### src/hw/rtl/mhi_pkg.sv
// Shared constants and types for the hard-iron calibrator.
package mhi_pkg;

	localparam int MAG_BITS   = 13;
	localparam int ANGLE_BITS = 40;
	localparam int OUT_BITS   = MAG_BITS + 1;
	localparam int PROD_BITS  = 33;
	localparam int CFG_IDX_BITS = 3;
	localparam int CFG_DATA_BITS = 36;

	typedef enum logic [2:0] {
		PH_IDLE    = 3'd0,
		PH_LEVEL   = 3'd1,
		PH_WAIT    = 3'd2,
		PH_UPRIGHT = 3'd3,
		PH_CHECK   = 3'd4,
		PH_FAIL    = 3'd5,
		PH_SUCCESS = 3'd6,
		PH_SPARE   = 3'd7
	} phase_t;

	typedef enum logic [CFG_IDX_BITS-1:0] {
		REG_STEP_TIME  = 3'd0,
		REG_TURN_LIMIT = 3'd1,
		REG_LEVEL      = 3'd2,
		REG_HOLD       = 3'd3,
		REG_ROUND_TOL  = 3'd4
	} cfg_reg_t;

	typedef struct packed {
		logic [15:0] step_time;
		logic [35:0] turn_limit;
		logic [14:0] level_limit;
		logic [7:0]  hold_count;
		logic [7:0]  round_tolerance;
	} cfg_t;

	// Classified sample handed from front to back.
	typedef struct packed {
		logic                        start;
		logic                        upright;
		logic signed [PROD_BITS-1:0] rate_x;
		logic signed [PROD_BITS-1:0] rate_y;
		logic signed [PROD_BITS-1:0] rate_z;
		logic signed [MAG_BITS-1:0]  mag_x;
		logic signed [MAG_BITS-1:0]  mag_y;
		logic signed [MAG_BITS-1:0]  mag_z;
	} cmd_t;

	typedef struct packed {
		logic signed [OUT_BITS-1:0] cx;
		logic signed [OUT_BITS-1:0] cy;
		logic signed [OUT_BITS-1:0] cz;
		logic [2:0]                 phase;
		logic                       done;
	} res_t;

	typedef struct packed {
		logic valid;
		logic ready;
	} link_t;

endpackage

### src/hw/rtl/mhi_back.sv
// Back end: calibration sequencer, extreme tracking and result queue.
module mhi_back (
	input  logic          clk,
	input  logic          arst_n,
	input  mhi_pkg::cfg_t cfg,
	input  logic          avail,
	output logic          take,
	input  mhi_pkg::cmd_t cmd,
	input  logic          pop,
	output logic          empty,
	output mhi_pkg::res_t res
);
	import mhi_pkg::*;

	localparam int AW = ANGLE_BITS + 1;
	localparam int RW = MAG_BITS + 11;
	localparam logic signed [MAG_BITS-1:0] MAG_MAX = {1'b0, {(MAG_BITS-1){1'b1}}};
	localparam logic signed [MAG_BITS-1:0] MAG_MIN = {1'b1, {(MAG_BITS-1){1'b0}}};
	localparam logic signed [ANGLE_BITS-1:0] ANG_MAX = {1'b0, {(ANGLE_BITS-1){1'b1}}};
	localparam logic signed [ANGLE_BITS-1:0] ANG_MIN = {1'b1, {(ANGLE_BITS-1){1'b0}}};

	phase_t phase_q, phase_d;
	logic [7:0] cnt_q, cnt_d;
	logic signed [ANGLE_BITS-1:0] yaw_q, roll_q, pitch_q, yaw_d, roll_d, pitch_d;
	logic signed [MAG_BITS-1:0] max_q [3], min_q [3], off_q [3];
	logic signed [MAG_BITS-1:0] max_d [3], min_d [3], off_d [3];
	logic done_q, done_d, round_ok;
	res_t r;
	res_t ent_q [2];
	logic wr_q, rd_q;
	logic [1:0] ocnt_q;
	logic fire;

	function automatic logic signed [ANGLE_BITS-1:0] sat_add(
		input logic signed [ANGLE_BITS-1:0] a, input logic signed [PROD_BITS-1:0] b);
		logic signed [AW-1:0] s;
		s = AW'(a) + AW'(b);
		if (s > AW'(ANG_MAX)) return ANG_MAX;
		if (s < AW'(ANG_MIN)) return ANG_MIN;
		return s[ANGLE_BITS-1:0];
	endfunction

	function automatic logic over(input logic signed [ANGLE_BITS-1:0] a,
		input logic [35:0] lim);
		logic [ANGLE_BITS-1:0] m;
		m = a[ANGLE_BITS-1] ? ANGLE_BITS'(-a) : ANGLE_BITS'(a);
		return m > ANGLE_BITS'(lim);
	endfunction

	function automatic logic signed [MAG_BITS-1:0] mid(
		input logic signed [MAG_BITS-1:0] hi, input logic signed [MAG_BITS-1:0] lo);
		logic signed [MAG_BITS:0] s;
		s = (MAG_BITS+1)'(hi) + (MAG_BITS+1)'(lo);
		return s[MAG_BITS:1];
	endfunction

	function automatic logic [7:0] inc(input logic [7:0] v);
		return (v == 8'hFF) ? v : v + 8'd1;
	endfunction

	// roundness check on the held extremes
	always_comb begin
		logic signed [MAG_BITS:0] xw, yw;
		logic signed [MAG_BITS+1:0] df;
		logic [RW-1:0] lhs, rhs;
		xw  = (MAG_BITS+1)'(max_q[0]) - (MAG_BITS+1)'(min_q[0]);
		yw  = (MAG_BITS+1)'(max_q[1]) - (MAG_BITS+1)'(min_q[1]);
		df  = (MAG_BITS+2)'(xw) - (MAG_BITS+2)'(yw);
		lhs = RW'(df[MAG_BITS+1] ? -df : df) << 8;
		rhs = RW'(cfg.round_tolerance) * RW'(yw[MAG_BITS-1:0]);
		round_ok = (xw > 0) && (yw > 0) && (lhs < rhs);
	end

	always_comb begin
		phase_d = phase_q;
		cnt_d   = cnt_q;
		yaw_d   = yaw_q;
		roll_d  = roll_q;
		pitch_d = pitch_q;
		max_d   = max_q;
		min_d   = min_q;
		off_d   = off_q;
		done_d  = done_q;
		case (phase_q)
			PH_IDLE: begin
				yaw_d = '0; roll_d = '0; pitch_d = '0; cnt_d = '0;
				if (cmd.start) begin
					for (int i = 0; i < 3; i++) begin
						max_d[i] = MAG_MIN; min_d[i] = MAG_MAX;
					end
					done_d  = 1'b0;
					phase_d = PH_LEVEL;
				end
			end
			PH_LEVEL: begin
				yaw_d = sat_add(yaw_q, cmd.rate_z);
				if (over(yaw_d, cfg.turn_limit)) phase_d = PH_WAIT;
			end
			PH_WAIT: begin
				roll_d = '0; pitch_d = '0;
				cnt_d  = cmd.upright ? inc(cnt_q) : 8'd0;
				if (cnt_d > cfg.hold_count) begin
					phase_d = PH_UPRIGHT; cnt_d = '0;
				end
			end
			PH_UPRIGHT: begin
				roll_d  = sat_add(roll_q, cmd.rate_x);
				pitch_d = sat_add(pitch_q, cmd.rate_y);
				if (over(roll_d, cfg.turn_limit) || over(pitch_d, cfg.turn_limit))
					phase_d = PH_CHECK;
			end
			PH_CHECK: begin
				cnt_d = inc(cnt_q);
				if (cnt_d > cfg.hold_count) begin
					phase_d = round_ok ? PH_SUCCESS : PH_FAIL;
					cnt_d   = '0;
				end
			end
			PH_FAIL: phase_d = PH_IDLE;
			PH_SUCCESS: begin
				cnt_d = inc(cnt_q);
				if (cnt_d > cfg.hold_count) phase_d = PH_IDLE;
			end
			default: phase_d = PH_IDLE;
		endcase
		case (phase_d)
			PH_LEVEL: begin
				if (cmd.mag_x > max_d[0]) max_d[0] = cmd.mag_x;
				if (cmd.mag_x < min_d[0]) min_d[0] = cmd.mag_x;
				if (cmd.mag_y > max_d[1]) max_d[1] = cmd.mag_y;
				if (cmd.mag_y < min_d[1]) min_d[1] = cmd.mag_y;
			end
			PH_WAIT: begin
				off_d[0] = mid(max_d[0], min_d[0]);
				off_d[1] = mid(max_d[1], min_d[1]);
			end
			PH_UPRIGHT: begin
				if (cmd.mag_z > max_d[2]) max_d[2] = cmd.mag_z;
				if (cmd.mag_z < min_d[2]) min_d[2] = cmd.mag_z;
			end
			PH_CHECK: begin
				off_d[2] = mid(max_d[2], min_d[2]);
				done_d   = round_ok;
			end
			default: ;
		endcase
		r.cx    = OUT_BITS'(off_d[1]) - OUT_BITS'(cmd.mag_y);
		r.cy    = OUT_BITS'(cmd.mag_x) - OUT_BITS'(off_d[0]);
		r.cz    = OUT_BITS'(cmd.mag_z) - OUT_BITS'(off_d[2]);
		r.phase = phase_d;
		r.done  = done_d;
	end

	assign take  = ocnt_q != 2'd2;
	assign fire  = take && avail;
	assign empty = ocnt_q == 2'd0;
	assign res   = ent_q[rd_q];

	always_ff @(posedge clk) begin
		if (fire) ent_q[wr_q] <= r;
	end

	always_ff @(posedge clk or negedge arst_n) begin
		if (!arst_n) begin
			phase_q <= PH_IDLE;
			cnt_q   <= '0;
			yaw_q   <= '0;
			roll_q  <= '0;
			pitch_q <= '0;
			done_q  <= 1'b0;
			for (int i = 0; i < 3; i++) begin
				max_q[i] <= MAG_MIN; min_q[i] <= MAG_MAX; off_q[i] <= '0;
			end
			wr_q   <= 1'b0;
			rd_q   <= 1'b0;
			ocnt_q <= 2'd0;
		end else begin
			if (fire) begin
				phase_q <= phase_d;
				cnt_q   <= cnt_d;
				yaw_q   <= yaw_d;
				roll_q  <= roll_d;
				pitch_q <= pitch_d;
				done_q  <= done_d;
				max_q   <= max_d;
				min_q   <= min_d;
				off_q   <= off_d;
				wr_q    <= !wr_q;
			end
			if (pop && !empty) rd_q <= !rd_q;
			ocnt_q <= ocnt_q + 2'(fire) - 2'(pop && !empty);
		end
	end
endmodule

### config.mk
export PLATFORM = sky130hd
export DESIGN_NAME = mhi_back
export DESIGN_NICKNAME = d
export VERILOG_FILES = /design/src/hw/rtl/mhi_pkg.sv /design/src/hw/rtl/mhi_back.sv
export SDC_FILE = /design/constraint.sdc
export NUM_CORES = 2
export LEC_CHECK = 0
export ABC_CLOCK_PERIOD_IN_PS = 29400
export BUFFER_PORTS_ARGS = -buffer_cell sky130_fd_sc_hd__buf_2
export CELL_PAD_IN_SITES_DETAIL_PLACEMENT = 1
export CELL_PAD_IN_SITES_GLOBAL_PLACEMENT = 2
export CORE_ASPECT_RATIO = 0.75
export CORE_MARGIN = 3
export CORE_UTILIZATION = 41
export DETAILED_ROUTE_END_ITERATION = 16
export PLACE_DENSITY = 0.85
export SYNTH_ARGS = -nofsm -noshare
export SYNTH_HDL_FRONTEND = slang
export SYNTH_SLANG_ARGS = --single-unit
### constraint.sdc
create_clock -name clk -period 29.4 [get_ports clk]
set_clock_uncertainty 0.15 [all_clocks]
set_input_delay 1.47 -clock clk [delete_from_list [all_inputs] [get_ports clk]]
set_output_delay 1.47 -clock clk [all_outputs]
set_load 0.005 [all_outputs]
==> results.md <==
* Status: finished clean
* CP Data Required Time at 29.64 ns
* Via count at about 39,000
* Row Count at 99
* Die height at about 280 microns
* Die area at 103,000 sq um
* DRC Markers at 0
* Final setup viols at 0
* Fmax at 69.1 MHz
* Slew margin rel. at between 10% and 20%
* Hold Buf Count CTS at 0
* Post-synthesis instance total at about 5,100
* Final TNS setup at 0 ns
* Number of synthesized flops with an enable pin at 92
* Post-DR vias/cell at 5.96
* First-pass GRT wire length at 234,000 microns
* Post-CTS Setup Bufs at 0
* Syn avg cell area at 8.03 sq um
* Post-synth top flop: dfrtp_1
* Post-synth top area cell: ha_1
* Clk Latency, worst-skew pair at ~0.64 ns
* Seq/Total Area, Yosys at 22.4%
* Max-Cap Viols at 0
* Slew Limit Fails at 0
* Count leader, synth: nand2_1
* Slowest CP cell: a2111oi_1
* Cell family with most CP delay: compound AO/OA/AOI/OAI gates
* Post-synthesis async set-or-reset flop share at between 70 and 80%
* Core ar. at a little under 100,000 sq um
* GPL Wtd Cong at 0.926
* Synth top area share at approximately 15%
* Synth area leaders: ha_1 (15%), dfrtp_1 (13%), edfxtp_1 (6.8%), o21ai_0 (5.8%), a21oi_1 (5.6%)
* Initial drt markers at 2,949
* Filler Cell Count at 11,908
* # IOs at between 200 and 300
* Initial antenna violation count at 20
* Proportion of layout cells with a drive suffix above 1 at about 11%
* CTS HTree Levels at 2
* CP Capture Type: flop
* Routed wire length at 150,000 microns
* Post-CTS sizing at 0
* GR Util All Layers at 28.5%
* Die width at 370 microns
* Pre-antenna DRT Iters at 6
* Unique cell type count in the Yosys netlist at 107
* Post-synth top cells: nand2_1 (590), ha_1 (491), o21ai_0 (469), a21oi_1 (453), inv_1 (347)
* Worst min-delay path class: flop to flop
* Endpoints failing hold at 0
* Number of global-route vias before repair at 39,705
* Mapped Area at 40,800 sq um
* CTS Sinks at between 300 and 400
* Layout area overhead at 10.3%
* Unrepaired setup endpoints after global routing: false
* CP Data Arrival Time at 14.71 ns
* Grt ovf at 0
* Clock tree buffer depth at 3
* Final Cycle Share at 49.2%
* Clk slew on worst S/H paths at 0.06 ns
* Initial core utilization at approximately two fifths
* Critical Path Fanout Max at 18
* CTS buffer count at 44
* Seq cells post-synth at about 350
* Clock Root Buffer: clkbuf_16
* Port bufs at 243
* CTS tree: done
* Crit path kind: primary input to flop
* Worst path max stage delay at 0.68 ns
* Final #Nets at 6,012
* CP Launch Type: primary input
* Yosys warnings at 0
* CP dominant cell by count: a21oi_1
* Largest net degree at the start of global routing at 97
* Min Tclk post-route at 14.47 ns
* Antenna Nets Post-Route at 0
* Worst path bufs/invs at 4
* Drt wl/cell at 22.9 microns
* Least-Margin Pin Slew at ~1.2 ns
* Syn nets at between 5,000 and 6,000
* Post-DP HPWL at 117,000 microns
-- registers in the layout, indices dropped and copies added (netlist names) --
register	count
cnt_q	8
done_q	1
ent_q	92
max_q	39
min_q	39
ocnt_q	2
off_q	39
phase_q	3
pitch_q	40
rd_q	1
roll_q	40
wr_q	1
yaw_q	40
-- worst reg2reg max path: cells and delay by family, from the launching register on --
kind,cells,cell delay (ns)
AO/OA/AOI/OAI,32,7.35
AND/OR/NAND/NOR,16,3.92
adder cells (fa/ha/maj),4,1.20
buffers and inverters,3,0.41
flip-flops,1,0.38
multiplexers,1,0.29
-- layer usage --
layer	track usage, %	routed length, microns
met1	43.1	74800
met2	40.9	61200
met3	5.43	10100
met4	7.85	4120
met5	0	49
-- logic make-up (layout without fill, tap and decap cells) --
group           Yosys count  count (layout)  synth area share [%]
compound gates         1593            1593                  24.5
simple gates           1563            1563                  18.3
fa+ha+maj               601             601                  19.7
buf+inv                 564             736                  5.34
flops                   345             345                  22.4
xor+xnor                253             253                  5.43
mux                     161             161                  4.27
other cells               0              11                     0
-- cells in the final DEF (no fill, tap or decap), drive strengths merged, types with 48 or more instances in the layout --
cell / instances
nor2: 336
a22o: 48
and2: 72
nor3: 66
mux2: 75
mux2i: 86
xor2: 103
a21o: 176
fa: 78
inv: 350
nand3: 93
nand2: 590
and3: 48
edfxtp: 92
dfrtp: 214
clkbuf: 52
xnor2: 150
a21oi: 457
buf: 306
ha: 491
nand4: 74
o21ai: 479
nor2b: 73
nand2b: 59
-- per-stage QoR --
| stage | worst slack [ns] | instances | hold WS [ns] | utilization (%) | instance area [sq um] |
|---|---|---|---|---|---|
| floorplan | 17.48 | 5080 | 0.292 | - | 40800 |
| global placement | 14.87 | 6483 | 0.303 | 44.2 | 43300 |
| detailed placement | 14.55 | 6483 | 0.313 | 44.2 | 43300 |
| CTS | 15.19 | 6565 | 0.327 | 45.9 | 45000 |
| global route | 13.89 | 6571 | 0.344 | 45.9 | 45000 |
| finish | 14.93 | 6576 | 0.321 | 45.9 | 45000 |
-- cell type report --
type                            instances  area (sq um)  share of cell area [%]
Multi-Input combinational cell       4171         29600                    65.7
Sequential cell                       345          9140                    20.3
Timing Repair Buffer                  306          1700                    3.78
Tap cell                             1313          1640                    3.65
Inverter                              348          1310                    2.91
Clock buffer                           52          1170                    2.60
Clock inverter                         30           440                   0.979
Antenna cell                           11          27.5                  0.0612
-- path summary, 6_finish.rpt --
kind / start / end / slack (ns) / cells after the start
setup reg to reg: roll_q[11] / ent_q[0][17] / 15.49 / 56
setup / recovery: cmd[116] / ent_q[0][17] / 14.93 / 57
hold / removal: roll_q[16] / roll_q[16] / 0.32 / 2
min in group asynchronous: arst_n / min_q[38] / 0.70 / 1
hold reg to reg: roll_q[16] / roll_q[16] / 0.32 / 2
max in group asynchronous: arst_n / yaw_q[6] / 27.02 / 2
Power is left out: the tool's default activity adds up to more than one toggle a clock period on the data nets, which glitch-free logic cannot reach.
